### src/sim_pkg.sv
// ----------------------------------------------------------------------------
// sim_pkg: shared types and constants of the sorted insert and merge block
// Holds the list depth default, the command and status codes, the controller
// state type and the command and status bundles between controller and
// datapath.
// ----------------------------------------------------------------------------
package sim_pkg;

    // Fixed width of a stored or streamed value.
    localparam int DATA_W = 32;

    // Default number of entries in each list.
    localparam int LIST_DEPTH_DEF = 16;

    // Input command codes.
    localparam logic CMD_INSERT = 1'b0;
    localparam logic CMD_MERGE  = 1'b1;

    // List select codes.
    localparam logic LIST_FIRST  = 1'b0;
    localparam logic LIST_SECOND = 1'b1;

    // Result status codes.
    typedef enum logic [1:0] {
        STAT_INSERTED = 2'd0,
        STAT_DROPPED  = 2'd1,
        STAT_MERGED   = 2'd2,
        STAT_EMPTY    = 2'd3
    } t_status;

    // Controller states.
    typedef enum logic {
        ST_IDLE  = 1'b0,
        ST_MERGE = 1'b1
    } t_state;

    // Commands from the controller to the datapath.
    typedef struct packed {
        logic ld_insert;   // perform an insert and load its result
        logic ld_empty;    // load the both-lists-empty result
        logic start_merge; // clear the merge read pointers
        logic step_merge;  // emit one merged element and advance
    } t_dp_cmd;

    // Status from the datapath to the controller.
    typedef struct packed {
        logic both_empty;  // both lists hold no entries
        logic step_last;   // the pending merge step is the final one
    } t_dp_stat;

endpackage

### src/sim_in_if.sv
// ----------------------------------------------------------------------------
// sim_in_if: command channel of the sorted insert and merge block
// Valid/ready channel carrying a command, a list select and a signed value.
// ----------------------------------------------------------------------------
interface sim_in_if;
    logic               valid;
    logic               ready;
    logic               command;
    logic               list_select;
    logic signed [31:0] value;

    modport source (output valid, output command, output list_select, output value,
                    input ready);
    modport sink   (input valid, input command, input list_select, input value,
                    output ready);
endinterface

### src/sim_out_if.sv
// ----------------------------------------------------------------------------
// sim_out_if: result channel of the sorted insert and merge block
// Valid/ready channel carrying a status, a signed value and a last marker.
// ----------------------------------------------------------------------------
interface sim_out_if;
    logic               valid;
    logic               ready;
    logic [1:0]         status;
    logic signed [31:0] out_value;
    logic               last;

    modport source (output valid, output status, output out_value, output last,
                    input ready);
    modport sink   (input valid, input status, input out_value, input last,
                    output ready);
endinterface

### src/sim_list.sv
// ----------------------------------------------------------------------------
// sim_list: one sorted list with parallel compare-and-shift insert
// Every entry compares itself with the new value in the same cycle; entries
// greater than it move up one place and the new value drops into the gap.
// One read port at a pointer-selected index serves the merge.
// ----------------------------------------------------------------------------
module sim_list #(
    parameter int DEPTH = sim_pkg::LIST_DEPTH_DEF
) (
    input  logic                                  i_clk,
    input  logic                                  i_rst_n,
    input  logic                                  i_ins,
    input  logic signed [sim_pkg::DATA_W-1:0]     i_value,
    input  logic [((DEPTH > 1) ? $clog2(DEPTH) : 1)-1:0] i_rd_idx,
    output logic [$clog2(DEPTH + 1)-1:0]          o_count,
    output logic                                  o_full,
    output logic signed [sim_pkg::DATA_W-1:0]     o_rd_data
);
    import sim_pkg::*;

    localparam int CNT_W = $clog2(DEPTH + 1);

    logic signed [DATA_W-1:0] r_data [DEPTH];
    logic [CNT_W-1:0]         r_count;
    logic [CNT_W-1:0]         n_count;
    logic [DEPTH-1:0]         gt;
    logic [DEPTH-1:0]         wr;

    assign o_full  = (r_count == CNT_W'(DEPTH));
    assign o_count = r_count;

    // Entries that are held and greater than the new value form a suffix.
    always_comb begin
        for (int i = 0; i < DEPTH; i++) begin
            gt[i] = (CNT_W'(i) < r_count) && (r_data[i] > i_value);
            wr[i] = gt[i] || (CNT_W'(i) == r_count);
        end
    end

    assign n_count = r_count + CNT_W'(1);

    // Shift the greater entries up and place the new value.
    always_ff @(posedge i_clk) begin
        if (i_ins && !o_full) begin
            for (int i = 0; i < DEPTH; i++) begin
                if (wr[i]) begin
                    if (i > 0 && gt[(i > 0) ? i - 1 : 0]) begin
                        r_data[i] <= r_data[(i > 0) ? i - 1 : 0];
                    end else begin
                        r_data[i] <= i_value;
                    end
                end
            end
        end
    end

    // Entry count.
    always_ff @(posedge i_clk) begin
        if (!i_rst_n) begin
            r_count <= '0;
        end else if (i_ins && !o_full) begin
            r_count <= n_count;
        end
    end

    // Merge read port.
    assign o_rd_data = r_data[i_rd_idx];

endmodule

### src/sim_datapath.sv
// ----------------------------------------------------------------------------
// sim_datapath: both lists, merge pointers and the result register
// Performs inserts and merge steps on command from the controller and holds
// the payload of the result under transfer.
// ----------------------------------------------------------------------------
module sim_datapath #(
    parameter int LIST_DEPTH = sim_pkg::LIST_DEPTH_DEF
) (
    input  logic                              i_clk,
    input  logic                              i_rst_n,
    input  sim_pkg::t_dp_cmd                  i_cmd,
    input  logic                              i_list_select,
    input  logic signed [sim_pkg::DATA_W-1:0] i_value,
    output sim_pkg::t_dp_stat                 o_stat,
    output logic [1:0]                        o_status,
    output logic signed [sim_pkg::DATA_W-1:0] o_out_value,
    output logic                              o_last
);
    import sim_pkg::*;

    localparam int CNT_W = $clog2(LIST_DEPTH + 1);
    localparam int IDX_W = (LIST_DEPTH > 1) ? $clog2(LIST_DEPTH) : 1;

    logic [CNT_W-1:0]         cnt_a, cnt_b;
    logic                     full_a, full_b;
    logic signed [DATA_W-1:0] head_a, head_b;
    logic                     ins_a, ins_b;
    logic [CNT_W-1:0]         r_ptr_a, r_ptr_b;
    logic [CNT_W-1:0]         ptr_a_inc, ptr_b_inc;
    logic                     avail_a, avail_b;
    logic                     take_a;
    logic                     sel_full;
    t_status                  r_status;
    logic signed [DATA_W-1:0] r_value;
    logic                     r_last;

    assign ins_a = i_cmd.ld_insert && (i_list_select == LIST_FIRST);
    assign ins_b = i_cmd.ld_insert && (i_list_select == LIST_SECOND);

    sim_list #(.DEPTH(LIST_DEPTH)) u_list_a (
        .i_clk     (i_clk),
        .i_rst_n   (i_rst_n),
        .i_ins     (ins_a),
        .i_value   (i_value),
        .i_rd_idx  (r_ptr_a[IDX_W-1:0]),
        .o_count   (cnt_a),
        .o_full    (full_a),
        .o_rd_data (head_a)
    );

    sim_list #(.DEPTH(LIST_DEPTH)) u_list_b (
        .i_clk     (i_clk),
        .i_rst_n   (i_rst_n),
        .i_ins     (ins_b),
        .i_value   (i_value),
        .i_rd_idx  (r_ptr_b[IDX_W-1:0]),
        .o_count   (cnt_b),
        .o_full    (full_b),
        .o_rd_data (head_b)
    );

    // Merge choice: the first list wins on equal values.
    assign avail_a   = (r_ptr_a < cnt_a);
    assign avail_b   = (r_ptr_b < cnt_b);
    assign take_a    = avail_a && (!avail_b || (head_a <= head_b));
    assign ptr_a_inc = r_ptr_a + CNT_W'(1);
    assign ptr_b_inc = r_ptr_b + CNT_W'(1);
    assign sel_full  = (i_list_select == LIST_FIRST) ? full_a : full_b;

    // Status back to the controller.
    always_comb begin
        o_stat.both_empty = (cnt_a == '0) && (cnt_b == '0);
        if (take_a) begin
            o_stat.step_last = (ptr_a_inc == cnt_a) && !avail_b;
        end else begin
            o_stat.step_last = !avail_a && (ptr_b_inc == cnt_b);
        end
    end

    // Merge read pointers.
    always_ff @(posedge i_clk) begin
        if (i_cmd.start_merge) begin
            r_ptr_a <= '0;
            r_ptr_b <= '0;
        end else if (i_cmd.step_merge) begin
            if (take_a) begin
                r_ptr_a <= ptr_a_inc;
            end else begin
                r_ptr_b <= ptr_b_inc;
            end
        end
    end

    // Result payload register.
    always_ff @(posedge i_clk) begin
        if (i_cmd.ld_insert) begin
            r_status <= sel_full ? STAT_DROPPED : STAT_INSERTED;
            r_value  <= '0;
            r_last   <= 1'b1;
        end else if (i_cmd.ld_empty) begin
            r_status <= STAT_EMPTY;
            r_value  <= '0;
            r_last   <= 1'b1;
        end else if (i_cmd.step_merge) begin
            r_status <= STAT_MERGED;
            r_value  <= take_a ? head_a : head_b;
            r_last   <= o_stat.step_last;
        end
    end

    assign o_status    = r_status;
    assign o_out_value = r_value;
    assign o_last      = r_last;

endmodule

### src/sim_ctrl.sv
// ----------------------------------------------------------------------------
// sim_ctrl: controller of the sorted insert and merge block
// Takes commands when the result register is free, runs the merge stream
// one element per free result slot and owns the result valid flag.
// ----------------------------------------------------------------------------
module sim_ctrl (
    input  logic               i_clk,
    input  logic               i_rst_n,
    input  logic               i_in_valid,
    input  logic               i_command,
    input  logic               i_out_ready,
    input  sim_pkg::t_dp_stat  i_stat,
    output logic               o_in_ready,
    output logic               o_out_valid,
    output sim_pkg::t_dp_cmd   o_cmd,
    output sim_pkg::t_state    o_state
);
    import sim_pkg::*;

    t_state r_state, n_state;
    logic   r_out_valid, n_out_valid;
    logic   out_free;

    // The result register can take new data when empty or being drained.
    assign out_free = !r_out_valid || i_out_ready;

    // State and result valid registers.
    always_ff @(posedge i_clk) begin
        if (!i_rst_n) begin
            r_state     <= ST_IDLE;
            r_out_valid <= 1'b0;
        end else begin
            r_state     <= n_state;
            r_out_valid <= n_out_valid;
        end
    end

    // Next state and datapath commands.
    always_comb begin
        n_state     = r_state;
        n_out_valid = out_free ? 1'b0 : r_out_valid;
        o_in_ready  = 1'b0;
        o_cmd       = '0;
        case (r_state)
            ST_IDLE: begin
                o_in_ready = out_free;
                if (i_in_valid && out_free) begin
                    if (i_command == CMD_INSERT) begin
                        o_cmd.ld_insert = 1'b1;
                        n_out_valid     = 1'b1;
                    end else if (i_stat.both_empty) begin
                        o_cmd.ld_empty = 1'b1;
                        n_out_valid    = 1'b1;
                    end else begin
                        o_cmd.start_merge = 1'b1;
                        n_state           = ST_MERGE;
                    end
                end
            end
            ST_MERGE: begin
                if (out_free) begin
                    o_cmd.step_merge = 1'b1;
                    n_out_valid      = 1'b1;
                    if (i_stat.step_last) begin
                        n_state = ST_IDLE;
                    end
                end
            end
            default: begin
                n_state = ST_IDLE;
            end
        endcase
    end

    assign o_out_valid = r_out_valid;
    assign o_state     = r_state;

endmodule

### src/sorted_insert_and_merge.sv
// ----------------------------------------------------------------------------
// sorted_insert_and_merge: two sorted lists with ordered insert and merge
// Commands enter on i_in; each produces results on o_out, the last marked.
// ----------------------------------------------------------------------------
// Usage:
//   i_in carries command, list_select and value; o_out carries status,
//   out_value and last. Both are valid/ready channels; a transfer happens
//   when valid and ready are high at a rising edge of i_clk.
//   An insert is applied at its transfer by a parallel compare-and-shift
//   across the selected list; its single result appears in the result
//   register in the next cycle, and a new command is taken every cycle
//   while results are drained.
//   A merge moves the controller to its merge state, which then loads the
//   result register one element per cycle while o_out is not stalled,
//   N1 + N2 results in all. Input stays stalled until the final element is
//   loaded; each list has one read port for the merge loop.
//   A merge of two empty lists gives one result in the next cycle.
//   A stall at o_out holds the result register and pauses the merge and
//   input. Reset (i_rst_n low at a clock edge) empties both lists and the
//   result register; list storage itself is not cleared.
// ----------------------------------------------------------------------------
module sorted_insert_and_merge #(
    parameter int LIST_DEPTH = sim_pkg::LIST_DEPTH_DEF
) (
    input  logic       i_clk,
    input  logic       i_rst_n,
    sim_in_if.sink     i_in,
    sim_out_if.source  o_out
);
    import sim_pkg::*;

    t_dp_cmd  dp_cmd;
    t_dp_stat dp_stat;
    t_state   state;
    logic     in_ready;
    logic     out_valid;

    sim_ctrl u_ctrl (
        .i_clk       (i_clk),
        .i_rst_n     (i_rst_n),
        .i_in_valid  (i_in.valid),
        .i_command   (i_in.command),
        .i_out_ready (o_out.ready),
        .i_stat      (dp_stat),
        .o_in_ready  (in_ready),
        .o_out_valid (out_valid),
        .o_cmd       (dp_cmd),
        .o_state     (state)
    );

    sim_datapath #(.LIST_DEPTH(LIST_DEPTH)) u_datapath (
        .i_clk         (i_clk),
        .i_rst_n       (i_rst_n),
        .i_cmd         (dp_cmd),
        .i_list_select (i_in.list_select),
        .i_value       (i_in.value),
        .o_stat        (dp_stat),
        .o_status      (o_out.status),
        .o_out_value   (o_out.out_value),
        .o_last        (o_out.last)
    );

    assign i_in.ready  = in_ready;
    assign o_out.valid = out_valid;

`ifndef SYNTHESIS
    // A final merged element is only shown once the controller is back in idle.
    a_last_merge_idle: assert property (@(posedge i_clk) disable iff (!i_rst_n)
        (o_out.valid && o_out.status == STAT_MERGED && o_out.last) |-> (state == ST_IDLE))
        else $error("final merged element shown while merge still running");

    // An accepted insert yields exactly one marked insert or drop result.
    a_insert_result: assert property (@(posedge i_clk) disable iff (!i_rst_n)
        (i_in.valid && i_in.ready && i_in.command == CMD_INSERT) |=>
        (o_out.valid && o_out.last &&
         (o_out.status == STAT_INSERTED || o_out.status == STAT_DROPPED)))
        else $error("insert did not produce its result");

    // Only merged elements carry a nonzero value.
    a_zero_value: assert property (@(posedge i_clk) disable iff (!i_rst_n)
        (o_out.valid && o_out.status != STAT_MERGED) |-> (o_out.out_value == '0))
        else $error("nonzero value on a non-merge result");
`endif

endmodule
### src/flat_wrapper.sv
// flat-port wrapper written by rule: the top's interface ports become plain ports
module sorted_insert_and_merge_flat import sim_pkg::*;
#(
    parameter int LIST_DEPTH = sim_pkg::LIST_DEPTH_DEF
)
  (i_clk, i_rst_n, i_in_valid, i_in_command, i_in_list_select, i_in_value, i_in_ready, o_out_valid, o_out_status, o_out_out_value, o_out_last, o_out_ready);
  sim_in_if i_in_i ();
  sim_out_if o_out_i ();
  input  logic i_clk;
  input  logic i_rst_n;
  input wire logic [$bits(i_in_i.valid)-1:0] i_in_valid;
  input wire logic [$bits(i_in_i.command)-1:0] i_in_command;
  input wire logic [$bits(i_in_i.list_select)-1:0] i_in_list_select;
  input wire logic [$bits(i_in_i.value)-1:0] i_in_value;
  output wire logic [$bits(i_in_i.ready)-1:0] i_in_ready;
  output wire logic [$bits(o_out_i.valid)-1:0] o_out_valid;
  output wire logic [$bits(o_out_i.status)-1:0] o_out_status;
  output wire logic [$bits(o_out_i.out_value)-1:0] o_out_out_value;
  output wire logic [$bits(o_out_i.last)-1:0] o_out_last;
  input wire logic [$bits(o_out_i.ready)-1:0] o_out_ready;
  assign i_in_i.valid = i_in_valid;
  assign i_in_i.command = i_in_command;
  assign i_in_i.list_select = i_in_list_select;
  assign i_in_i.value = i_in_value;
  assign i_in_ready = i_in_i.ready;
  assign o_out_valid = o_out_i.valid;
  assign o_out_status = o_out_i.status;
  assign o_out_out_value = o_out_i.out_value;
  assign o_out_last = o_out_i.last;
  assign o_out_i.ready = o_out_ready;
  sorted_insert_and_merge #(.LIST_DEPTH(LIST_DEPTH)) u_core (.i_clk(i_clk), .i_rst_n(i_rst_n), .i_in(i_in_i), .o_out(o_out_i));
endmodule
### config.mk
export PLATFORM = sky130hd
export DESIGN_NAME = sorted_insert_and_merge_flat
export DESIGN_NICKNAME = d
export VERILOG_FILES = /design/src/sim_pkg.sv /design/src/sim_in_if.sv /design/src/sim_out_if.sv /design/src/sim_list.sv /design/src/sim_datapath.sv /design/src/sim_ctrl.sv /design/src/sorted_insert_and_merge.sv /design/src/flat_wrapper.sv
export SDC_FILE = /design/constraint.sdc
export NUM_CORES = 2
export LEC_CHECK = 0
export BUFFER_PORTS_ARGS = -buffer_cell sky130_fd_sc_hd__buf_2
export CAP_MARGIN = 20
export CORE_ASPECT_RATIO = 1.2
export CORE_MARGIN = 5
export CORE_UTILIZATION = 55
export DETAILED_ROUTE_END_ITERATION = 7
export PLACE_DENSITY = 0.82
export SKIP_LAST_GASP = 1
export SLEW_MARGIN = 20
export SYNTH_ARGS = -nofsm -noshare
export SYNTH_HDL_FRONTEND = slang
export SYNTH_HIERARCHICAL = 1
export SYNTH_SLANG_ARGS = --single-unit
### constraint.sdc
create_clock -name i_clk -period 7.21 [get_ports i_clk]
set_input_delay 1.0815 -clock i_clk [delete_from_list [all_inputs] [get_ports i_clk]]
set_output_delay 1.0815 -clock i_clk [all_outputs]
set_load 0.005 [all_outputs]
==> qor.yml <==
syn_area_mm2: 0.0776
final_layout_size_suffix_gt1_share_pct: 28.5
ys_warn_count: 6
via_per_inst: 7.31
area_growth_pct: 9.42
hold_viol_final: 0
clkSinkCount: 1081
setup-tns-final_ns: 0
r2r-end: "u_core/u_datapath/o_out_value[3]"
core_mm2: 0.141
synth_edf_count: 1026
htree_levels: 3
skew_ns: 0.0361
syn_area_per_cell_um2: 13.0
dpl_cell_area_mm2: 0.0808
clkLatencyLatePin_ns: 0.77
cts_root_buf: "clkbuf_16"
hp-class: "register to register"
post_drt_wl_per_cell_um: 33.8
ys.flop_type: "edfxtp_1"
die_h_um: 421
ctsHoldBuffers: 0
fmax_mhz: 166
yosysTopAreaCell: "edfxtp_1"
r2r-start: "u_core/u_datapath/r_ptr_a[0]"
path_class: "register to register"
slew_violations: 0
gr-usage-all-layers_pct: 35.0
synthCells: 5949
cp_slowest_cell: "dfxtp_4"
yosys-top-cells-area: "edfxtp_1 (40%), ha_1 (17%), mux2_2 (13%), mux4_2 (9.3%), a21oi_1 (3.2%)"
leakage_nw: 31.3
ioPinCount: 75
ir_drop_mv: 0.223
rsz0062_at_grt: "no"
nets: 7144
overflow: 0
antenna_found_initial: 18
worstHoldStart: "u_core/u_datapath/r_ptr_b[4]"
slew_headroom_pct: 15.1
whs_ns: 0.532
yosysUniqueCellTypes: 103
wirelength_um: 269000
cp_max_fo: 41
first_iter_violations: 7692
hold_end: "u_core/u_datapath/r_ptr_b[4]"
min_period_ns: 6.02
ys_ff_latch: 1081
gp_congestion: 1.02
numPortBuffers: 74
cts_max_path_buffers: 3
async_reset_ff_share_pct: 0
die_w_um: 353
fin_area_mm2: 0.0849
start_util_pct: 55.1
rr_worst_depth: 13
seq_area_frac_synth_pct: 41.1
cp-end-kind: "register"
synth_top_area_share_pct: 39.7
cts_inserted_buffers: 118
hold_depth: 2
crit_required_ns: 7.82
clkTransAtPathRegs_ns: 0.07
num_vias: 58303
worstMarginPinSlew_ns: 1.24
maxCapViolCount: 0
syn_nets: 7061
firstDrtPassIters: 6
post_cts_buffers: 0
cp.arrival_ns: 6.63
setup_viol_count_final: 0
p_per_area_mw_per_mm2: 199
fillers: 10630
critPathMaxStageDelay_ns: 0.86
cp-start-kind: "register"
cts-resized-gates: 0
layout_common_cells: "ha_1 (1,074), edfxtp_1 (1,026), mux2_2 (897)"
fin_crit_sh_pct: 83.5
std_cell_rows: 151
drc: 0
final_common_cell: "ha_1"
dp_hpwl_um: 200000
antenna_left: 0
cts_tree: "done"
r2r_setup_slack_ns: 1.19
crit_chain: "buf_12 -> buf_12 -> mux4_2 -> mux4_2 -> ha_1 -> nand4_1 -> or3_1 -> a211oi_1 -> nor4_1 -> o32ai_4 -> nor2_8 -> mux2i_1 -> a21oi_1"
grt_max_degree: 72
die-area_mm2: 0.149
grt_pass1_wl_um: 387000
grt_pass1_vias: 57346
outcome: "finished clean"
==> stage by stage <==
step                power (W)  worst slack, ns  utilization (%)  cells
floorplan             0.00925            0.378                -   5949
CTS                    0.0168             1.12             60.3   7971
global route           0.0174            0.920             60.3   7973
global placement       0.0103            0.905             57.4   7748
detailed placement     0.0104             1.07             57.4   7748
finish                 0.0169             1.19             60.3   7980
==> flip-flops by register name, summed over array words and instances (netlist names) <==
signal and count:
u_core/u_datapath/u_list_a/r_data 512, u_core/u_ctrl/o_state 1, u_core/u_datapath/r_ptr_b 5, u_core/u_datapath/o_last 1, u_core/u_datapath/u_list_b/r_data 512, u_core/u_datapath/u_list_b/o_count 5, u_core/u_datapath/o_out_value 32, u_core/u_datapath/u_list_a/o_count 5
u_core/u_ctrl/o_out_valid 1, u_core/u_datapath/r_ptr_a 5, u_core/u_datapath/o_status 2
==> area by class of cell <==
type	count	area (um2)	share of cell area (%)
antenna	9	22.5	0.0265
clock buffer	158	3260	3.83
clock inverter	65	841	0.990
inverter	172	646	0.760
multi-input combinational	4437	44200	52.0
sequential	1081	31900	37.6
tap	1836	2300	2.71
timing repair buffer	222	1760	2.07
==> worst max path at each step <==
stage                                 startpoint                                  endpoint  depth (start not counted)
detailed placement                i_in_value[14]  u_core/u_datapath/u_list_a/r_data[2][24]                         12
global route        u_core/u_datapath/r_ptr_a[0]          u_core/u_datapath/o_out_value[4]                         13
floorplan                         i_in_value[11]   u_core/u_datapath/u_list_b/r_data[4][2]                         13
global placement                  i_in_value[27]  u_core/u_datapath/u_list_a/r_data[2][31]                         13
CTS                 u_core/u_datapath/r_ptr_a[0]          u_core/u_datapath/o_out_value[3]                         13
finish              u_core/u_datapath/r_ptr_a[0]          u_core/u_datapath/o_out_value[3]                         13
==> report_power, final <==
part / total [W] / internal, W / switching [W]
Combinational: 0.00331 / 0.00145 / 0.00186
Clock: 0.00652 / 0.00384 / 0.00268
Sequential: 0.00703 / 0.00683 / 0.000199
==> synthesized netlist by cell type, types with 41 or more instances <==
cell,count
ha_1,1074
edfxtp_1,1026
mux2_2,897
a21oi_1,494
mux4_2,320
nand2_1,277
nand4_1,232
inv_1,171
o21ai_0,159
clkbuf_1,131
nand3_1,120
nor2_1,109
a21o_1,70
nor4_1,57
dfxtp_1,55
buf_2,52
nor3_1,42
o211ai_1,41
==> per-layer routing <==
layer | wire, um | up-vias | track usage, %
li1 | - | 24227 | -
met1 | 95500 | 29033 | 42.9
met2 | 125000 | 4104 | 56.7
met3 | 27100 | 933 | 7.18
met4 | 21600 | 6 | 22.4
met5 | 38 | - | 0
==> kinds of logic (layout without fill, tap and decap cells) <==
family | count (synthesis) | in the layout | synth area share, %
mux | 1317 | 1317 | 23.8
fa+ha+maj | 1074 | 1074 | 17.3
flops | 1081 | 1081 | 41.1
buf+inv | 431 | 617 | 2.50
simple gates | 974 | 974 | 6.53
xor+xnor | 39 | 39 | 0.440
other cells | 0 | 9 | 0
compound gates | 1033 | 1033 | 8.25
==> critical path: cells and delay by family (launching register included) <==
kind / cells / cell delay [ns]
simple gates: 4 / 1.97
mux: 3 / 1.43
flops: 1 / 0.86
buf+inv: 2 / 0.70
compound gates: 3 / 0.48
fa+ha+maj: 1 / 0.31
No activity file was read; power rests on OpenSTA's default activity.
